**src/qstd_pkg.sv**
```systemverilog
// ----------------------------------------------------------------------------
// qstd_pkg
// Types, character codes and hex digit decode shared by the query string
// tokenize and decode unit.
// ----------------------------------------------------------------------------
package qstd_pkg;

  localparam logic [7:0] CH_PERCENT = 8'h25;
  localparam logic [7:0] CH_PLUS    = 8'h2B;
  localparam logic [7:0] CH_SPACE   = 8'h20;
  localparam logic [7:0] CH_EQUALS  = 8'h3D;
  localparam logic [7:0] CH_AMP     = 8'h26;
  localparam logic [7:0] CH_SEMI    = 8'h3B;

  typedef enum logic [1:0] {
    PH_START = 2'd0,
    PH_KEY   = 2'd1,
    PH_VALUE = 2'd2,
    PH_SKIP  = 2'd3
  } phase_t;

  typedef enum logic [1:0] {
    ESC_NONE = 2'd0,
    ESC_PCT  = 2'd1,
    ESC_HIGH = 2'd2
  } esc_t;

  typedef struct packed {
    logic [7:0] data;
    logic       bvalid;
    logic       inval;
    logic       eop;
  } qstd_res_t;

  typedef struct packed {
    logic       ok;
    logic [3:0] nib;
  } hex_t;

  function automatic hex_t hex_decode(input logic [7:0] b);
    hex_t h;
    h.ok  = 1'b1;
    h.nib = 4'd0;
    if (b >= 8'h30 && b <= 8'h39) begin
      h.nib = 4'(b - 8'h30);
    end else if (b >= 8'h61 && b <= 8'h66) begin
      h.nib = 4'(b - 8'h57);
    end else if (b >= 8'h41 && b <= 8'h46) begin
      h.nib = 4'(b - 8'h37);
    end else begin
      h.ok = 1'b0;
    end
    return h;
  endfunction

endpackage

```
**src/query_string_tokenize_decode_unit.sv**
```systemverilog
// ----------------------------------------------------------------------------
// query_string_tokenize_decode_unit
// Splits a raw URL query byte stream into key/value pairs and percent-decodes
// the bytes. Throughput: one byte per cycle unless out_tready stalls; the
// input register feeds the decode step, the result register parts the output
// side, and a byte's result reaches out_* through both. Synchronous active-low
// reset empties both registers and returns the tokenizer to pair start.
// ----------------------------------------------------------------------------
module query_string_tokenize_decode_unit (
  input  logic       clk,
  input  logic       rst_n,
  input  logic       in_tvalid,
  output logic       in_tready,
  input  logic [7:0] in_tdata,   // [7:0] in_byte
  input  logic       in_tlast,   // end_of_query
  output logic       out_tvalid,
  input  logic       out_tready,
  output logic [7:0] out_tdata,  // [7:0] out_byte
  output logic [1:0] out_tuser,  // [0] byte_valid, [1] in_value
  output logic       out_tlast   // end_of_pair
);
  import qstd_pkg::*;

  logic       in_vld_r;
  logic [7:0] in_byte_r;
  logic       in_eoq_r;
  logic       out_ready;
  logic       advance;
  logic       res_vld;
  qstd_res_t  res;

  assign advance   = in_vld_r && out_ready;
  assign in_tready = !in_vld_r || advance;

  always_ff @(posedge clk) begin
    if (!rst_n) begin
      in_vld_r <= 1'b0;
    end else if (in_tready) begin
      in_vld_r <= in_tvalid;
    end
  end

  always_ff @(posedge clk) begin
    if (in_tready && in_tvalid) begin
      in_byte_r <= in_tdata;
      in_eoq_r  <= in_tlast;
    end
  end

  qstd_core u_core (
    .clk     (clk),
    .rst_n   (rst_n),
    .advance (advance),
    .byte_in (in_byte_r),
    .eoq     (in_eoq_r),
    .res_vld (res_vld),
    .res     (res)
  );

  qstd_out_reg u_out (
    .clk        (clk),
    .rst_n      (rst_n),
    .load       (advance && res_vld),
    .res        (res),
    .ready      (out_ready),
    .out_tvalid (out_tvalid),
    .out_tready (out_tready),
    .out_tdata  (out_tdata),
    .out_tuser  (out_tuser),
    .out_tlast  (out_tlast)
  );

  a_stall_holds_item: assert property (@(posedge clk) disable iff (!rst_n)
    in_vld_r && !out_ready |=> in_vld_r && $stable(in_byte_r) && $stable(in_eoq_r))
    else $error("pending input item lost during output stall");

  a_ready_when_empty: assert property (@(posedge clk) disable iff (!rst_n)
    !in_vld_r |-> in_tready)
    else $error("input refused while input register empty");

  a_result_follows: assert property (@(posedge clk) disable iff (!rst_n)
    advance && res_vld |=> out_tvalid)
    else $error("decoded result not presented");

endmodule

```
**src/qstd_core.sv**
```systemverilog
// ----------------------------------------------------------------------------
// qstd_core
// Tokenizer state and one-byte decode step; state advances per transaction.
// ----------------------------------------------------------------------------
module qstd_core (
  input  logic                clk,
  input  logic                rst_n,
  input  logic                advance,
  input  logic [7:0]          byte_in,
  input  logic                eoq,
  output logic                res_vld,
  output qstd_pkg::qstd_res_t res
);
  import qstd_pkg::*;

  phase_t     phase_r, phase_nxt;
  esc_t       esc_r, esc_nxt;
  logic [3:0] hn_r, hn_nxt;
  hex_t       h;
  logic       is_sep;
  logic [7:0] lit;

  assign h      = hex_decode(byte_in);
  assign is_sep = eoq || byte_in == CH_AMP || byte_in == CH_SEMI;
  assign lit    = (byte_in == CH_PLUS) ? CH_SPACE : byte_in;

  always_comb begin
    phase_nxt = phase_r;
    esc_nxt   = esc_r;
    hn_nxt    = hn_r;
    res_vld   = 1'b0;
    res       = '0;
    if (is_sep) begin
      if (phase_r == PH_KEY || phase_r == PH_VALUE) begin
        res_vld    = 1'b1;
        res.eop    = 1'b1;
        res.inval  = (phase_r == PH_VALUE);
        res.bvalid = (esc_r == ESC_HIGH);
        res.data   = (esc_r == ESC_HIGH) ? {hn_r, 4'd0} : 8'd0;
      end
      phase_nxt = PH_START;
      esc_nxt   = ESC_NONE;
      hn_nxt    = 4'd0;
    end else if (phase_r == PH_SKIP) begin
      phase_nxt = PH_SKIP;
    end else if (phase_r == PH_START && byte_in == CH_EQUALS) begin
      phase_nxt = PH_SKIP;
    end else if (phase_r == PH_KEY && byte_in == CH_EQUALS) begin
      if (esc_r == ESC_HIGH) begin
        res_vld    = 1'b1;
        res.bvalid = 1'b1;
        res.data   = {hn_r, 4'd0};
      end
      phase_nxt = PH_VALUE;
      esc_nxt   = ESC_NONE;
      hn_nxt    = 4'd0;
    end else begin
      if (phase_r == PH_START) begin
        phase_nxt = PH_KEY;
      end
      res.inval = (phase_r == PH_VALUE);
      unique case (esc_r)
        ESC_NONE: begin
          if (byte_in == CH_PERCENT) begin
            esc_nxt = ESC_PCT;
          end else begin
            res_vld    = 1'b1;
            res.bvalid = 1'b1;
            res.data   = lit;
          end
        end
        ESC_PCT: begin
          if (h.ok) begin
            hn_nxt  = h.nib;
            esc_nxt = ESC_HIGH;
          end else begin
            esc_nxt    = ESC_NONE;
            res_vld    = 1'b1;
            res.bvalid = 1'b1;
            res.data   = lit;
          end
        end
        ESC_HIGH: begin
          esc_nxt    = ESC_NONE;
          hn_nxt     = 4'd0;
          res_vld    = 1'b1;
          res.bvalid = 1'b1;
          res.data   = {hn_r, h.ok ? h.nib : 4'd0};
        end
        default: begin
          esc_nxt = ESC_NONE;
        end
      endcase
    end
  end

  always_ff @(posedge clk) begin
    if (!rst_n) begin
      phase_r <= PH_START;
      esc_r   <= ESC_NONE;
      hn_r    <= 4'd0;
    end else if (advance) begin
      phase_r <= phase_nxt;
      esc_r   <= esc_nxt;
      hn_r    <= hn_nxt;
    end
  end

  a_close_resets: assert property (@(posedge clk) disable iff (!rst_n)
    advance && res_vld && res.eop |=> phase_r == PH_START && esc_r == ESC_NONE)
    else $error("pair close did not return to pair start");

  a_esc_in_field: assert property (@(posedge clk) disable iff (!rst_n)
    esc_r != ESC_NONE |-> (phase_r == PH_KEY || phase_r == PH_VALUE))
    else $error("escape pending outside key or value");

  a_skip_silent: assert property (@(posedge clk) disable iff (!rst_n)
    phase_r == PH_SKIP |-> !res_vld)
    else $error("result produced while skipping dropped pair");

endmodule

```
**src/qstd_out_reg.sv**
```systemverilog
// ----------------------------------------------------------------------------
// qstd_out_reg
// Result register toward the output stream; loads while empty or draining.
// ----------------------------------------------------------------------------
module qstd_out_reg (
  input  logic                clk,
  input  logic                rst_n,
  input  logic                load,
  input  qstd_pkg::qstd_res_t res,
  output logic                ready,
  output logic                out_tvalid,
  input  logic                out_tready,
  output logic [7:0]          out_tdata,  // [7:0] out_byte
  output logic [1:0]          out_tuser,  // [0] byte_valid, [1] in_value
  output logic                out_tlast   // end_of_pair
);
  import qstd_pkg::*;

  logic      vld_r;
  qstd_res_t res_r;

  assign ready = !vld_r || out_tready;

  always_ff @(posedge clk) begin
    if (!rst_n) begin
      vld_r <= 1'b0;
    end else if (ready) begin
      vld_r <= load;
    end
  end

  always_ff @(posedge clk) begin
    if (ready && load) begin
      res_r <= res;
    end
  end

  assign out_tvalid = vld_r;
  assign out_tdata  = res_r.data;
  assign out_tuser  = {res_r.inval, res_r.bvalid};
  assign out_tlast  = res_r.eop;

  a_empty_is_close: assert property (@(posedge clk) disable iff (!rst_n)
    out_tvalid && !out_tuser[0] |-> out_tlast && out_tdata == 8'd0)
    else $error("result without byte is not a clean pair close");

  a_load_when_ready: assert property (@(posedge clk) disable iff (!rst_n)
    ready && load |=> out_tvalid)
    else $error("loaded result not presented");

endmodule

```
**config.mk**
```make
export PLATFORM = sky130hd
export DESIGN_NAME = query_string_tokenize_decode_unit
export DESIGN_NICKNAME = d
export VERILOG_FILES = /design/src/qstd_pkg.sv /design/src/query_string_tokenize_decode_unit.sv /design/src/qstd_core.sv /design/src/qstd_out_reg.sv
export SDC_FILE = /design/constraint.sdc
export NUM_CORES = 1
export LEC_CHECK = 0
export BUFFER_PORTS_ARGS = -buffer_cell sky130_fd_sc_hd__buf_2
export CORE_MARGIN = 1
export CORE_UTILIZATION = 61
export DETAILED_ROUTE_END_ITERATION = 8
export GPL_ROUTABILITY_DRIVEN = 0
export GPL_TIMING_DRIVEN = 0
export PLACE_DENSITY = 0.91
export SETUP_SLACK_MARGIN = 0.3
export SYNTH_ARGS = -nofsm -noshare
export SYNTH_HDL_FRONTEND = slang
export SYNTH_SLANG_ARGS = --single-unit
```
**constraint.sdc**
```tcl
create_clock -name clk -period 4.65 [get_ports clk]
set_input_delay 0.465 -clock clk [delete_from_list [all_inputs] [get_ports clk]]
set_output_delay 0.465 -clock clk [all_outputs]
set_load 0.05 [all_outputs]
```
==> results.sh, run 1 <==
export IMPL_ys_seq_area_frac=0.448
export IMPL_core_rowCount=19
export IMPL_swShare=0.276
export IMPL_cap_violations=0
export IMPL_dpl_hpwl_mm=2.75
export IMPL_crit_type="reg -> reg"
export IMPL_die_w_um=56.1
export IMPL_yosysWarnings=0
export IMPL_wl_mm=3.68
export IMPL_start_kind="register"
export IMPL_synthDominantCellAreaShare=0.336
export IMPL_layout_nets=223
export IMPL_clock_sinks=30
export IMPL_vdd_drop_max_v=0.000267
export IMPL_drc=0
export IMPL_wl_per_cell_um=15.7
export IMPL_dieHeight_um=56.1
export IMPL_initial_utilization=0.647
export IMPL_power_frac_comb=0.149
export IMPL_postCtsHoldBufs=0
export IMPL_synth_cells=170
export IMPL_ys_top_cells_by_area="edfxtp_1, dfxtp_1, ha_1, a311oi_4, nand2_1"
export IMPL_power_total_uw=524
export IMPL_n_antenna_cell=0
export IMPL_grt_pass1_vias=1383
export IMPL_fin_crit_sh=0.703
export IMPL_synth_ff_type="edfxtp_1"
export IMPL_insertion_delay_ps=340
export IMPL_die_area_sq_mm=0.00315
export IMPL_drt_pass1_iter_count=5
export IMPL_port_buffers=25
export IMPL_drive_gt1_frac=0.251
export IMPL_cp_required_ps=4610
export IMPL_antenna_found_initial=0
export IMPL_synth_area_per_cell_sq_um=10.5
export IMPL_num_fill_cells=202
export IMPL_rsz0062_at_grt="no"
export IMPL_postCtsSetupRepairBufs=0
export IMPL_worstMarginPinSlew_ps=939
export IMPL_ys_types=57
export IMPL_max_slew_margin_rel=0.370
export IMPL_slew_viol_final=0
export IMPL_final_min_clock_period_ps=3270
export IMPL_crit_fanout=11
export IMPL_grt_overflow=0
export IMPL_synth_seq_cells=30
export IMPL_seq_area_sq_um=801
export IMPL_status="completed"
export IMPL_grt_max_degree=12
export IMPL_cts_buffers=5
export IMPL_cp_end_kind="register"
export IMPL_synth_top_area_cell="edfxtp_1"
export IMPL_p_leak_nw=0.748
export IMPL_setup_viol=0
export IMPL_drt_iter0_drc=87
export IMPL_grt_first_pass_wirelength_mm=6.03
export IMPL_synth_nets=191
export IMPL_p_switching_uw=145
export IMPL_p_int_uw=379
export IMPL_arrival_ps=3230
export IMPL_power_density_mw_per_mm2=262
export IMPL_io_pins=26
export IMPL_ant_nets=0
export IMPL_hp_class="in -> reg"
export IMPL_async_reset_ff_frac=0
export IMPL_skew_ps=5.98
export IMPL_cts_resized=0
export IMPL_clk_pin_slew_worst_paths_ps=80
export IMPL_hold_viol_final=0
export IMPL_ctsLongestPathBuffers=2
export IMPL_p_seq_frac=0.580
export IMPL_core_sq_mm=0.00276
export IMPL_multi_input_area_sq_um=923
export IMPL_root_buffer="clkbuf_4"
export IMPL_viasPerCell=6.53
export IMPL_pwr_share_clk=0.270
export IMPL_tritoncts="yes"
export IMPL_grt_usage=0.255
export IMPL_synth_area_sq_mm=0.00179
export IMPL_h_tree_depth=2
export IMPL_synth_edf_count=20
export IMPL_setup_tns_ps=0
export IMPL_max_freq_ghz=0.306
export IMPL_dr_total_vias=1529
export IMPL_syn2layout_area_growth_pct=12.3
-- sequential cells by signal (all words and copies together), names as in the netlist --
| name | count |
|---|---|
| u_core.phase_r | 2 |
| in_vld_r | 1 |
| u_out.out_tdata | 8 |
| u_out.out_tuser | 2 |
| u_out.out_tvalid | 1 |
| u_core.esc_r | 2 |
| u_core.hn_r | 4 |
| in_eoq_r | 1 |
| in_byte_r | 8 |
| u_out.out_tlast | 1 |
-- cells by family (layout without fill, tap and decap cells) --
logic type / after synthesis / in the layout / share of synthesized area
mux: 2 / 2 / 0.0112
simple gates: 66 / 66 / 0.217
compound gates: 50 / 50 / 0.231
flops: 30 / 30 / 0.448
buf+inv: 14 / 47 / 0.0371
fa+ha+maj: 8 / 8 / 0.0561
-- power groups by stage --
stage | Sequential (mW) | Clock (mW) | Combinational (mW)
after floorplan | 0.323 | 0 | 0.0432
after global placement | 0.310 | 0 | 0.0741
after detailed placement | 0.310 | 0 | 0.0766
after CTS | 0.304 | 0.146 | 0.0771
after global routing | 0.306 | 0.156 | 0.0844
final | 0.304 | 0.142 | 0.0782
-- worst max-delay path, stage by stage (launching register included) --
cell      delay, ps
edfxtp_1        540
inv_1           160
ha_1            260
o21bai_1        200
a21oi_2         160
or2_2           390
o32a_1          390
o31ai_2         800
-- per-layer routing --
metal,track usage,vias to the layer above,routed length [um]
li1,-,729,-
met1,0.300,679,1480
met2,0.400,100,1710
met3,0.100,21,340
met4,0.139,0,151
met5,0,-,0
-- final timing paths --
path | cells past startpoint | slack (ps) | startpoint | endpoint
worst max register to register | 7 | 1380 | in_byte_r[0]$_DFFE_PP_ | u_out.out_tuser[0]$_DFFE_PP_
worst min register to register | 2 | 470 | u_core.hn_r[2]$_SDFFE_PN0P_ | u_core.hn_r[2]$_SDFFE_PN0P_
worst max-delay path | 7 | 1380 | in_byte_r[0]$_DFFE_PP_ | u_out.out_tuser[0]$_DFFE_PP_
worst min-delay path | 1 | 300 | in_tdata[6] | in_byte_r[6]$_DFFE_PP_
-- cell type report --
cell class | count | area share
clock buffers | 6 | 0.0206
plain buffers | 6 | 0.0181
clock inverters | 2 | 0.00437
multi-input cells | 126 | 0.461
repair buffers | 25 | 0.0624
well taps | 31 | 0.0194
inverters | 8 | 0.0150
flip-flops and latches | 30 | 0.400
-- cell usage after synthesis, types with 3 or more instances --
master     n
edfxtp_1  20
nand2_1   14
dfxtp_1   10
nor2_1    10
nand3_1    9
a21oi_1    8
ha_1       8
inv_1      8
o22ai_1    5
or2_2      5
nand4_1    4
a22o_1     3
a31oi_1    3
nand2b_1   3
nor2b_1    3
nor3b_1    3
o21ai_0    3
-- per-stage QoR --
| step | instances | worst slack [ps] | hold slack [ps] | utilization | area [sq um] |
|---|---|---|---|---|---|
| detailed placement | 226 | 1420 | 461 | 0.709 | 1950 |
| global placement | 226 | 1060 | 446 | 0.707 | 1950 |
| finish | 234 | 1380 | 301 | 0.727 | 2000 |
| global route | 234 | 1180 | 271 | 0.727 | 2000 |
| floorplan | 170 | 1490 | 429 | - | 1790 |
| CTS | 234 | 1410 | 287 | 0.727 | 2000 |
-- cells in the final DEF (no fill, tap or decap), types with 4 or more instances in the layout --
master and n:
buf_2 25, nand2_1 14, nor2_1 10, or2_2 5, nand4_1 4, inv_1 8, o22ai_1 5, dfxtp_1 10
a21oi_1 8, ha_1 8, nand3_1 9, clkbuf_4 5, edfxtp_1 20
No activity file was read; power rests on OpenSTA's default activity.
==> run 2, diff against run 1 <==
--- a/config.mk
+++ b/config.mk
@@ -7,11 +7,11 @@
 export LEC_CHECK = 0
 export BUFFER_PORTS_ARGS = -buffer_cell sky130_fd_sc_hd__buf_2
 export CORE_MARGIN = 1
-export CORE_UTILIZATION = 61
+export CORE_UTILIZATION = 56
 export DETAILED_ROUTE_END_ITERATION = 8
 export GPL_ROUTABILITY_DRIVEN = 0
 export GPL_TIMING_DRIVEN = 0
-export PLACE_DENSITY = 0.91
+export PLACE_DENSITY = 0.85
 export SETUP_SLACK_MARGIN = 0.3
 export SYNTH_ARGS = -nofsm -noshare
 export SYNTH_HDL_FRONTEND = slang
==> constraint.sdc (replaced) <==
create_clock -name clk -period 3.3 [get_ports clk]
set_input_delay 0.33 -clock clk [delete_from_list [all_inputs] [get_ports clk]]
set_output_delay 0.33 -clock clk [all_outputs]
set_load 0.05 [all_outputs]
==> results.sh, run 2 (synthesis results as in run 1) <==
export IMPL_status="completed"
export IMPL_ant_nets=0
export IMPL_wl_per_cell_um=15.3
export IMPL_io_pins=26
export IMPL_drt_iter0_drc=62
export IMPL_viasPerCell=6.18
export IMPL_timing_rr_end="u_out.out_tdata[6]$_DFFE_PP_"
export IMPL_cts_buffers=5
export IMPL_hold_path_depth=1
export IMPL_reg2reg_from="in_byte_r[0]$_DFFE_PP_"
export IMPL_drive_gt1_frac=0.255
export IMPL_grt_usage=0.248
export IMPL_p_int_uw=563
export IMPL_multi_input_area_sq_um=932
export IMPL_drc=0
export IMPL_worst_r2r_cell_count=8
export IMPL_postLayoutCellArea_sq_mm=0.00206
export IMPL_drt_pass1_iter_count=5
export IMPL_layout_nets=224
export IMPL_arrival_ps=2890
export IMPL_slowest_delay_ps=540
export IMPL_core_sq_mm=0.00303
export IMPL_critPathSlowestCell="edfxtp_1"
export IMPL_ctsLongestPathBuffers=2
export IMPL_critPathTopFamily="compound AO/OA/AOI/OAI gates"
export IMPL_die_w_um=58.5
export IMPL_insertion_delay_ps=340
export IMPL_setup_ws_ps=467
export IMPL_hp_class="in -> reg"
export IMPL_skew_ps=12.9
export IMPL_num_fill_cells=227
export IMPL_clock_sinks=30
export IMPL_final_cell_mix="buf_2, edfxtp_1, nand2_1"
export IMPL_initial_utilization=0.590
export IMPL_die_area_sq_mm=0.00342
export IMPL_grt_pass1_vias=1441
export IMPL_p_leak_nw=0.760
export IMPL_dieHeight_um=58.5
export IMPL_syn2layout_area_growth_pct=15.3
export IMPL_crit_fanout=11
export IMPL_power_density_mw_per_mm2=374
export IMPL_seq_area_sq_um=801
export IMPL_wl_mm=3.79
export IMPL_grt_first_pass_wirelength_mm=6.24
export IMPL_start_kind="register"
export IMPL_vdd_drop_max_v=0.000227
export IMPL_holdWs_ps=160
export IMPL_n_antenna_cell=0
export IMPL_postCtsHoldBufs=0
export IMPL_critPathBufInv=2
export IMPL_grt_overflow=0
export IMPL_tritoncts="yes"
export IMPL_cp_required_ps=3360
export IMPL_clk_pin_slew_worst_paths_ps=90
export IMPL_cp_cell_sequence="inv_1 -> ha_1 -> o21bai_1 -> a21oi_2 -> or2_2 -> o32a_1 -> o31ai_4 -> buf_12"
export IMPL_cp_end_kind="register"
export IMPL_rsz0062_at_grt="no"
export IMPL_swShare=0.269
export IMPL_max_slew_margin_rel=0.598
export IMPL_place_area_sq_mm=0.00197
export IMPL_max_freq_ghz=0.353
export IMPL_placedCellCount=239
export IMPL_h_tree_depth=2
export IMPL_hold_viol_final=0
export IMPL_setup_viol=0
export IMPL_hp_start="in_tdata[1]"
export IMPL_hold_path_end="in_byte_r[1]$_DFFE_PP_"
export IMPL_port_buffers=25
export IMPL_power_total_uw=769
export IMPL_root_buffer="clkbuf_4"
export IMPL_pwr_share_clk=0.293
export IMPL_fin_cells=248
export IMPL_cap_violations=0
export IMPL_power_frac_comb=0.150
export IMPL_dp_worst_setup_slack_ps=5.72
export IMPL_mostFrequentLayoutCell="buf_2"
export IMPL_p_seq_frac=0.557
export IMPL_fin_crit_sh=0.858
export IMPL_p_switching_uw=207
export IMPL_r2r_slack_ps=470
export IMPL_slew_viol_final=0
export IMPL_worstMarginPinSlew_ps=595
export IMPL_setup_tns_ps=0
export IMPL_crit_type="reg -> reg"
export IMPL_dpl_hpwl_mm=2.83
export IMPL_final_util=0.680
export IMPL_final_min_clock_period_ps=2830
export IMPL_grt_max_degree=12
export IMPL_antenna_found_initial=0
export IMPL_dr_total_vias=1532
export IMPL_core_rowCount=20
[run 2: layout make-up]
type / instances / area share
inverters: 8 / 0.0146
plain buffers: 6 / 0.0176
clock buffers: 8 / 0.0286
flip-flops and latches: 30 / 0.389
well taps: 44 / 0.0267
repair buffers: 26 / 0.0705
multi-input cells: 126 / 0.453
[run 2: worst max path at each step]
stage / startpoint / cells past startpoint / slack (ps) / to
after floorplan: in_byte_r[0]$_DFFE_PP_ / 7 / 460 / u_out.out_tdata[0]$_SDFFCE_PP0P_
after global placement: in_byte_r[0]$_DFFE_PP_ / 7 / 140 / u_out.out_tdata[4]$_DFFE_PP_
after detailed placement: in_byte_r[0]$_DFFE_PP_ / 7 / 6 / u_out.out_tdata[6]$_DFFE_PP_
after CTS: in_byte_r[0]$_DFFE_PP_ / 7 / 300 / u_out.out_tdata[6]$_DFFE_PP_
after global routing: in_byte_r[0]$_DFFE_PP_ / 8 / 330 / u_out.out_tdata[6]$_DFFE_PP_
final: in_byte_r[0]$_DFFE_PP_ / 8 / 470 / u_out.out_tdata[6]$_DFFE_PP_
[run 2: repair_timing]
item | 4_1_cts | 5_1_grt
pin swaps | 1 | 1
endpoints found under the setup margin | 11 | 11
resized for setup | 1 | 0
buffers inserted | 0 | 1
[run 2: routing by layer]
| layer | up-vias | share of wire | GRT usage |
|---|---|---|---|
| met4 | 0 | 0.030 | 0.156 |
| met3 | 13 | 0.069 | 0.0659 |
| met1 | 710 | 0.41 | 0.285 |
| met5 | - | 0 | 0 |
| li1 | 733 | - | - |
| met2 | 76 | 0.50 | 0.411 |
[run 2: power by group through the flow]
stage	clock, mW	combinational, mW	sequential (mW)
after CTS	0.230	0.111	0.429
after global routing	0.247	0.124	0.431
after global placement	0	0.105	0.436
after detailed placement	0	0.109	0.437
final	0.226	0.115	0.429
after floorplan	0	0.0614	0.455
